**config.mk**
```make
export PLATFORM = sky130hd
export DESIGN_NAME = tick_task_scheduler_table
export DESIGN_NICKNAME = d
export VERILOG_FILES = /design/src/hw/rtl/tts_pkg.sv /design/src/hw/rtl/tts_table.sv /design/src/hw/rtl/tick_task_scheduler_table.sv
export SDC_FILE = /design/constraint.sdc
export NUM_CORES = 1
export LEC_CHECK = 0
export BUFFER_PORTS_ARGS = -buffer_cell sky130_fd_sc_hd__buf_2
export CAP_MARGIN = 25
export CELL_PAD_IN_SITES_DETAIL_PLACEMENT = 0
export CELL_PAD_IN_SITES_GLOBAL_PLACEMENT = 1
export CORE_ASPECT_RATIO = 1.5
export CORE_MARGIN = 4
export CORE_UTILIZATION = 30
export CTS_BUF_LIST = sky130_fd_sc_hd__clkbuf_4
export DETAILED_ROUTE_END_ITERATION = 7
export PLACE_DENSITY = 0.53
export RECOVER_POWER = 100
export SKIP_LAST_GASP = 1
export SYNTH_ARGS = -nofsm -noshare
export SYNTH_HDL_FRONTEND = slang
export SYNTH_SLANG_ARGS = --single-unit
```
**constraint.sdc**
```tcl
create_clock -name clk -period 5.3 [get_ports clk]
set_input_delay 0.265 -clock clk [delete_from_list [all_inputs] [get_ports clk]]
set_output_delay 0.265 -clock clk [all_outputs]
set_load 0.02 [all_outputs]
```
**src/hw/rtl/tts_pkg.sv**
```systemverilog
package tts_pkg;

  localparam int SLOTS_DEF = 8;

  localparam logic [1:0] KIND_TICK = 2'd0;
  localparam logic [1:0] KIND_LOAD = 2'd1;
  localparam logic [1:0] KIND_TAKE = 2'd2;

  typedef struct packed {
    logic [1:0]  kind;
    logic [2:0]  slot;
    logic [15:0] first_delay;
    logic [15:0] repeat_period;
    logic        present;
  } tts_in_t;

  typedef struct packed {
    logic [7:0] due_mask;
    logic [7:0] pending_runs;
    logic       slot_filled;
  } tts_out_t;

  // One row of the task table.
  typedef struct packed {
    logic        present;
    logic [15:0] delay;
    logic [15:0] period;
    logic [7:0]  run_count;
  } tts_entry_t;

endpackage

```
**src/hw/rtl/tts_table.sv**
```systemverilog
module tts_table
  import tts_pkg::*;
#(
  parameter int SLOTS = SLOTS_DEF,
  localparam int IDX_W = (SLOTS > 1) ? $clog2(SLOTS) : 1
) (
  input  logic             clk,
  input  logic             rst_n,
  input  logic             rd_en,
  input  logic [IDX_W-1:0] rd_addr,
  output tts_entry_t       rd_data,
  input  logic             wr_en,
  input  logic [IDX_W-1:0] wr_addr,
  input  tts_entry_t       wr_data
);

  tts_entry_t       mem_r [SLOTS];
  tts_entry_t       q_r;
  logic [SLOTS-1:0] vld_r;
  logic             q_vld_r;

  // Storage array; rows never written read back as all zero.
  always_ff @(posedge clk) begin
    if (wr_en) begin
      mem_r[wr_addr] <= wr_data;
    end
    if (rd_en) begin
      q_r <= mem_r[rd_addr];
    end
  end

  always_ff @(posedge clk) begin
    if (!rst_n) begin
      vld_r   <= '0;
      q_vld_r <= 1'b0;
    end else begin
      if (wr_en) begin
        vld_r[wr_addr] <= 1'b1;
      end
      if (rd_en) begin
        q_vld_r <= vld_r[rd_addr];
      end
    end
  end

  assign rd_data = q_vld_r ? q_r : '0;

endmodule

```
**src/hw/rtl/tick_task_scheduler_table.sv**
```systemverilog
// Tick: result strobe once every slot has been walked; the next request can
//   be taken in the cycle the result is shown.
// Take: the row is read, then the result is registered. Load and unused kinds: next cycle.
// The table's single read and single write port set the tick time: one slot
//   is read, updated and written back per cycle. Sync active-low reset empties
//   the table at once; results cannot be stalled by the receiver.
module tick_task_scheduler_table
  import tts_pkg::*;
#(
  parameter int SLOTS = SLOTS_DEF
) (
  input  logic     clk,
  input  logic     rst_n,
  input  logic     start,
  output logic     busy,
  input  tts_in_t  in_data,
  output logic     out_valid,
  output tts_out_t out_data
);

  localparam int IDX_W = (SLOTS > 1) ? $clog2(SLOTS) : 1;

  typedef enum logic [2:0] {
    S_IDLE = 3'b001,
    S_TICK = 3'b010,
    S_TAKE = 3'b100
  } state_t;

  state_t           state_r, state_nxt;
  logic [IDX_W-1:0] idx_r, idx_nxt;     // slot whose row is on the read port
  logic [7:0]       mask_r, mask_nxt;   // due bits gathered during a tick
  logic             out_valid_r, out_valid_nxt;
  tts_out_t         out_data_r, out_data_nxt;

  // table ports
  logic             rd_en, wr_en;
  logic [IDX_W-1:0] rd_addr, wr_addr;
  tts_entry_t       rd_data, wr_data;

  logic             accept;
  logic             in_range;
  logic [IDX_W-1:0] req_idx;
  logic             last_slot;
  logic [6:0]       idx_ext;
  logic             due;
  logic [7:0]       due_bit;

  assign accept    = start && (state_r == S_IDLE);
  assign in_range  = 7'(in_data.slot) < 7'(SLOTS);
  assign req_idx   = IDX_W'(in_data.slot);
  assign last_slot = 7'(idx_r) == 7'(SLOTS - 1);
  assign idx_ext   = 7'(idx_r);

  // A present slot with a spent delay falls due on this tick.
  assign due = rd_data.present && (rd_data.delay == 16'd0);

  // Only the first eight slots own a bit in the result mask.
  always_comb begin
    due_bit = '0;
    for (int b = 0; b < 8; b++) begin
      if (due && (idx_ext == 7'(b))) begin
        due_bit[b] = 1'b1;
      end
    end
  end

  always_comb begin
    state_nxt     = state_r;
    idx_nxt       = idx_r;
    mask_nxt      = mask_r;
    out_valid_nxt = 1'b0;
    out_data_nxt  = out_data_r;
    rd_en         = 1'b0;
    rd_addr       = idx_r;
    wr_en         = 1'b0;
    wr_addr       = idx_r;
    wr_data       = rd_data;

    case (state_r)
      S_IDLE: begin
        if (accept) begin
          case (in_data.kind)
            KIND_TICK: begin
              // fetch slot 0, then walk the table
              rd_en     = 1'b1;
              rd_addr   = '0;
              idx_nxt   = '0;
              mask_nxt  = '0;
              state_nxt = S_TICK;
            end
            KIND_TAKE: begin
              if (in_range) begin
                rd_en     = 1'b1;
                rd_addr   = req_idx;
                idx_nxt   = req_idx;
                state_nxt = S_TAKE;
              end else begin
                out_valid_nxt = 1'b1;
                out_data_nxt  = '0;
              end
            end
            KIND_LOAD: begin
              // load writes straight from the request; run count restarts
              if (in_range) begin
                wr_en   = 1'b1;
                wr_addr = req_idx;
                if (in_data.present) begin
                  wr_data = '{present:   1'b1,
                              delay:     in_data.first_delay,
                              period:    in_data.repeat_period,
                              run_count: 8'd0};
                end else begin
                  wr_data = '0;
                end
              end
              out_valid_nxt = 1'b1;
              out_data_nxt  = '0;
            end
            default: begin
              out_valid_nxt = 1'b1;
              out_data_nxt  = '0;
            end
          endcase
        end
      end

      S_TICK: begin
        // update row idx_r while the next row is fetched
        wr_en = 1'b1;
        if (due) begin
          if (rd_data.run_count != 8'hFF) begin
            wr_data.run_count = rd_data.run_count + 8'd1;
          end
          if (rd_data.period != 16'd0) begin
            wr_data.delay = rd_data.period;
          end
        end else if (rd_data.present) begin
          wr_data.delay = rd_data.delay - 16'd1;
        end
        if (last_slot) begin
          out_valid_nxt = 1'b1;
          out_data_nxt  = '{due_mask: mask_r | due_bit, pending_runs: 8'd0,
                            slot_filled: 1'b0};
          state_nxt     = S_IDLE;
        end else begin
          rd_en    = 1'b1;
          rd_addr  = idx_r + IDX_W'(1);
          idx_nxt  = idx_r + IDX_W'(1);
          mask_nxt = mask_r | due_bit;
        end
      end

      S_TAKE: begin
        out_valid_nxt = 1'b1;
        if (rd_data.present) begin
          out_data_nxt = '{due_mask: 8'd0, pending_runs: rd_data.run_count,
                           slot_filled: 1'b1};
          if (rd_data.run_count != 8'd0) begin
            wr_en             = 1'b1;
            wr_data.run_count = rd_data.run_count - 8'd1;
          end
        end else begin
          out_data_nxt = '0;
        end
        state_nxt = S_IDLE;
      end

      default: begin
        state_nxt = S_IDLE;
      end
    endcase
  end

  always_ff @(posedge clk) begin
    if (!rst_n) begin
      state_r     <= S_IDLE;
      out_valid_r <= 1'b0;
    end else begin
      state_r     <= state_nxt;
      out_valid_r <= out_valid_nxt;
    end
  end

  always_ff @(posedge clk) begin
    idx_r      <= idx_nxt;
    mask_r     <= mask_nxt;
    out_data_r <= out_data_nxt;
  end

  tts_table #(
    .SLOTS (SLOTS)
  ) u_table (
    .clk     (clk),
    .rst_n   (rst_n),
    .rd_en   (rd_en),
    .rd_addr (rd_addr),
    .rd_data (rd_data),
    .wr_en   (wr_en),
    .wr_addr (wr_addr),
    .wr_data (wr_data)
  );

  assign busy      = (state_r != S_IDLE);
  assign out_valid = out_valid_r;
  assign out_data  = out_data_r;

endmodule
```
# [Word-level counts from Yosys, hierarchy flattened]
# Memories as Yosys holds them, arrays and structs flattened. A register that Yosys moved wholly into a read port is not among the register bits.
# Index checks and enable logic that the tools add are counted.
[classes] addsub=4 magnitude_cmp=3 eq_ne=20 n_mux=62 bitwise=2 reduce_logical=22
[op_table] op="$mux W41" count=4
[op_table] op="$mux W16" count=4
[op_table] op="$mux W8" count=7
[op_table] op="$mux W17" count=3
[op_table] op="$pmux W17 S3" count=1
[op_table] op="$pmux W16 S2" count=1
[op_table] op="$pmux W3 S2" count=4
[op_table] op="$pmux W8 S3" count=1
[op_table] op="$mux W1" count=23
[op_table] op="$mux W3" count=7
[op_table] op="$logic_not A16 Y1" count=1
[op_table] op="$or A8 B8 Y8" count=2
[op_table] op="$pmux W8 S2" count=1
[op_table] op="$reduce_bool A16 Y1" count=1
[op_table] op="$sub A16 B1 Y16 const B" count=1
[op_table] op="$eq A3 B3 Y1 const B" count=5
[op_table] op="$logic_and A1 B1 Y1" count=11
[op_table] op="$eq A3 B2 Y1 const B" count=3
[op_table] op="$mux W9" count=1
[op_table] op="$add A8 B1 Y8 const B" count=1
[op_table] op="$lt A3 B4 Y1 const B" count=2
[op_table] op="$ne A2 B2 Y1 const B" count=4
[op_table] op="$ne A8 B8 Y1 const B" count=1
[op_table] op="$reduce_and A4 Y1" count=2
[op_table] op="19 further kinds" count=22
[totals] regBits=41 ramBits=328 out_inout_bits=19 word_cells=123 mem_count=1
[mem_list] name="u_table.mem_r" words=8 word_bits=41 rd=1 rd_clocked_by_memory_dff=1 wr=1 line_no="tts_table.sv:17" text="tts_entry_t mem_r [SLOTS];"

# [Depth between registers and ports, before layout]
[logic_depth] ltp_word=9 depth_mapped=12 ltp_nobuf=9

# [Modules after synthesis]
# A second synthesis with hierarchy kept.
[unflattened] cells_unflattened=997 hier_area_um2=17226.5
[by_module_without_submodules] mod="tts_table" instances=1 cells_each=599 area_per_inst_um2=14194.9 seq_area_each_um2=11260.8
[by_module_without_submodules] mod="tick_task_scheduler_table" instances=1 cells_each=398 area_per_inst_um2=3031.7 seq_area_each_um2=890.9

# [Worst setup path before layout]
# Ideal clock, no wire load.
[synth_path] kind="register -> register" startpoint="register u_table.q_vld_r" endpoint="memory u_table.mem_r[1][0] in the netlist's numbering (enable)" setup_ns=0.441 t_arrival_ns=3.902 required_ns=4.859 setup_slack_ns=0.957 path_stages_with_launch=10 period_less_slack_ns=4.343 cell_sequence="dfxtp_1 > clkbuf_1 > clkbuf_1 > clkbuf_1 > nand2_1 > ha_1 > a31oi_1 > o21ai_0 > or2_2 > nor2_1"
[synth_between] elab_chain_cells=7
[synth_rtl] item="from (decl)" line_no="tts_table.sv:20" text="logic q_vld_r;"
[synth_rtl] item="from (signal assigned)" line_no="tts_table.sv:41" text="q_vld_r <= vld_r[rd_addr];"
[synth_rtl] item="$mux W41 *" line_no="tts_table.sv:46" text="assign rd_data = q_vld_r ? q_r : '0;"
[synth_rtl] item="$reduce_bool A8 Y1" line_no="tick_task_scheduler_table.sv:158" text="if (rd_data.run_count != 8'd0) begin"
[synth_rtl] item="$mux W1" line_no="tick_task_scheduler_table.sv:158"
[synth_rtl] item="$mux W1 *" line_no="tick_task_scheduler_table.sv:155" text="if (rd_data.present) begin"
[synth_rtl] item="$pmux W1 S3 *" line_no="tick_task_scheduler_table.sv:79" text="case (state_r)"
[synth_rtl] item="$mux W1 *" line_no="tts_table.sv:24" text="if (wr_en) begin"
[synth_rtl] item="$mux W1 (implied by the code) *" line_no="tts_table.sv:25" text="mem_r[wr_addr] <= wr_data;"
[synth_rtl] item="to (decl)" line_no="tts_table.sv:17"
# Mark *: on every way between the ends. The rest lies on a longest branch, timed or not.

# [Final worst setup path]
[layout_path] startpoint="register u_table.q_vld_r" endpoint="memory u_table.mem_r[3][21] in the netlist's numbering (enable)"
# Same word-level chain as after synthesis.

==> results by group <==
CTS
  • Maximum buffer depth of the clock tree: 3
  • Hold buffer count at CTS: 28
  • CTS tree: built
  • Root cell of the clock tree: clkbuf_4
  • Number of buffers created by CTS: 100
  • Clk Latency, worst-skew pair: 0.87 ns
  • Number of setup buffers added after CTS: 0
  • Number of H-tree branching levels: 3
  • Clock sink total: 410
  • Post-CTS clock slew at the launch and capture registers of the worst setup and hold paths: 0.07 ns
  • Post-CTS sizing: 0

Placed design
  • Post-place instance area: 18840 µm²
  • Port Buffers: 59
  • Global placer's final weighted congestion: 0.7879
  • Post-detail-place hpwl: 31.44 mm

STA
  • Pins Over Slew Limit: 87
  • FMAX: 219.3 MHz
  • Final count of negative-setup-slack endpoints: 0
  • Count of endpoints failing hold in the final timing report: 0
  • Layout Skew: 0.05778 ns
  • Tcrit/Tclk final: 86.02%
  • Pin slew with the least headroom to its limit: 1.710 ns
  • Setup TNS after final layout: 0 ns
  • Worst relative slew slack: -13.99%
  • Shortest period the worst path allows: 4.559 ns
  • Unrepaired setup endpoints after global routing: no

Detailed routing
  • Number of violations reported at the end of detailed-routing iteration 0: 740
  • Drt via density: 5.147
  • DRT Wirelength: 53.73 mm
  • First-pass iteration count of the detailed router: 5
  • Number of design rule violations left after detail routing: 0
  • Post-detailed-route count of antenna-violating nets: 0
  • Total number of vias: 12160
  • Wirelength per Cell: 22.75 µm

Yosys
  • Unique masters post-synth: 75
  • Netlist area before placement: 17660 µm²
  • Flop and latch count out of synthesis: 410
  • Share of the yosys chip area belonging to registers: 68.80%
  • Main synth FF type: edfxtp_1
  • Top area cells in the synthesized netlist: edfxtp_1 67%, nand2_1 6.3%, nand3_1 2.5%, a311oi_1 2.1%, a211oi_1 2.0%
  • Synthesized area per cell: 12.75 µm²
  • Post-synth top area share: 66.98%
  • Number of enable-type register cells in the synthesized netlist: 394
  • Yosys warning total: 0
  • Number of instances in the synthesized netlist: 1385
  • Post-synthesis cell type with the largest combined area: edfxtp_1
  • Fraction of registers with async set/reset: 0%
  • Nets in the synthesized netlist: 1433

Floorplanning
  • Total core area: 58110 µm²
  • Initial Util: 30.40%
  • Die height: 305.2 µm
  • Site Rows: 108
  • Number of I/O pins: 60
  • Die width: 206.1 µm
  • Die Footprint: 62900 µm²

Critical path
  • Nature of the critical path startpoint: flop
  • Largest fanout on the critical path: 36
  • Data arrival, critical path: 5.03 ns
  • Launching element of the worst setup path: u_table.q_vld_r
  • Type of the worst setup path: flop to flop
  • Buffers plus inverters on the worst setup path: 1
  • Cell with the largest stage delay on the worst path: dfxtp_1
  • Reg-to-Reg Start: u_table.q_vld_r
  • Type of destination of the critical path: flop
  • Maximum single-stage delay on the critical path: 1.24 ns
  • CP delay by family, top: simple AND/OR/NAND/NOR gates
  • WP data required: 5.77 ns
  • Worst-case register-to-register setup slack: 0.74 ns
  • Cell breakdown of the critical path: nand2_1, ha_1, a31oi_1, o21ai_0, or2_0, nor2_4, clkbuf_2

GRT
  • Pin count of the biggest net entering global routing: 63
  • Initial antenna violation count: 2
  • GRT Util Overall: 16.89%
  • Via count of the first global-routing pass: 12220
  • Wire length of the first global-routing pass: 79.23 mm
  • Total overflow reported by the global router: 0

Status
  • Result of the run: complete, but fails checks
  • Failing checks: max-capacitance violations, max-slew violations

Worst hold path
  • Origin of the worst min-delay path: in_data[32]
  • HP Class: input pin to flop

Pwr
  • Leakage power summed over all cells: 6.997 nW
  • Peak VDD IR: 125.0 µV
  • Power Density: 369.7 nW/µm²

Finish
  • Number of nets in the final layout: 1558
  • FILL cells: 5814
  • Growth of design area from synthesis to finish: 15.32%
  • Share of final-layout standard cells stronger than drive strength 1: 17.55%
  • Post-route design area: 20370 µm²

Job
  • Max-cap violations: 2
layer usage:
layer / routed length, µm / share of wire (%) / track usage (%)
met5: 0 / 0 / 0
met4: 1457 / 2.7 / 6.813
met2: 27950 / 52 / 30.17
met3: 2331 / 4.3 / 2.980
met1: 21990 / 41 / 19.98
final timing paths:
check / endpoint / cells after the start
worst max register to register: u_table.mem_r[3][21] / 7
worst min register to register: u_table.vld_r[1] / 1
worst min-delay path: u_table.mem_r[3][39] / 3
worst max-delay path: u_table.mem_r[3][21] / 7
stage by stage:
stage	util, %	power (mW)	setup slack (ns)	hold WS [ns]	instances
6_report	35.06	7.530	0.7407	0.05597	2362
5_1_grt	35.06	7.914	0.4519	0.03666	2362
4_1_cts	35.18	7.662	1.134	0.01043	2360
3_5_place_dp	32.43	4.896	1.123	0.4562	2150
3_3_place_gp	32.43	4.885	1.209	0.4516	2150
2_1_floorplan	-	4.525	0.9575	0.3788	1385
area by class of cell:
cell class	count	area (µm²)	share of cell area (%)
inverter	15	58.81	0.2887
clock buffer	138	1036	5.086
sequential	410	12150	59.66
timing repair buffer	122	838.3	4.115
clock inverter	44	280.3	1.376
tap	770	963.4	4.730
antenna	2	5.005	0.02457
multi-input combinational	861	5036	24.72
kinds of logic after synthesis:
| kind of cell | Yosys count | synth area share (%) |
|---|---|---|
| simple gates | 560 | 14.40 |
| flops | 410 | 68.80 |
| compound gates | 280 | 12.50 |
| buf+inv | 114 | 3.046 |
| xor+xnor | 8 | 0.3967 |
| fa+ha+maj | 7 | 0.4958 |
| mux | 6 | 0.3613 |
sequential cells by signal, indices dropped and copies added (netlist names):
name             count
u_table.mem_r      328
mask_r               8
out_valid            1
out_data            17
u_table.q_r         41
state_r              3
idx_r                3
u_table.q_vld_r      1
u_table.vld_r        8
worst min-delay path: stages:
cell      delay (ns)
buf_2           0.10
a22oi_1         0.06
o211ai_1        0.26
report_power, final:
group          internal, mW  switching, mW  total, mW
Combinational         0.338          0.667       1.00
Clock                  1.41           1.31       2.71
Sequential             3.70          0.111       3.81
Total                  5.44           2.09       7.53
synthesized netlist by cell type (9+ instances only):
| cell | number |
|---|---|
| o21ai_0 | 22 |
| nor3_1 | 12 |
| edfxtp_1 | 394 |
| a21oi_1 | 18 |
| o211ai_1 | 9 |
| buf_2 | 26 |
| a31o_1 | 13 |
| dfxtp_1 | 16 |
| a22oi_1 | 11 |
| nor2_1 | 58 |
| a311oi_1 | 42 |
| clkbuf_1 | 59 |
| and3_1 | 54 |
| a31oi_1 | 9 |
| inv_1 | 12 |
| a31o_2 | 29 |
| nand3_1 | 89 |
| a22o_1 | 16 |
| o21a_1 | 9 |
| a211oi_1 | 47 |
| nand2_1 | 296 |
placed cells by master (no fill, tap or decap), types with 11 or more instances in the layout:
master and count:
a211oi_1 47, a21oi_1 19, a22o_1 16, a22oi_1 11, a311oi_1 42, a31o_1 13, a31o_2 29, and3_1 54
buf_2 40, buf_4 23, clkbuf_1 24, clkbuf_4 138, clkinv_1 32, dfxtp_1 16, dlygate4sd3_1 28, edfxtp_1 394
inv_1 12, nand2_1 296, nand3_1 89, nor2_1 51, nor3_1 12, o21ai_0 22
No activity file was read; power rests on OpenSTA's default activity.
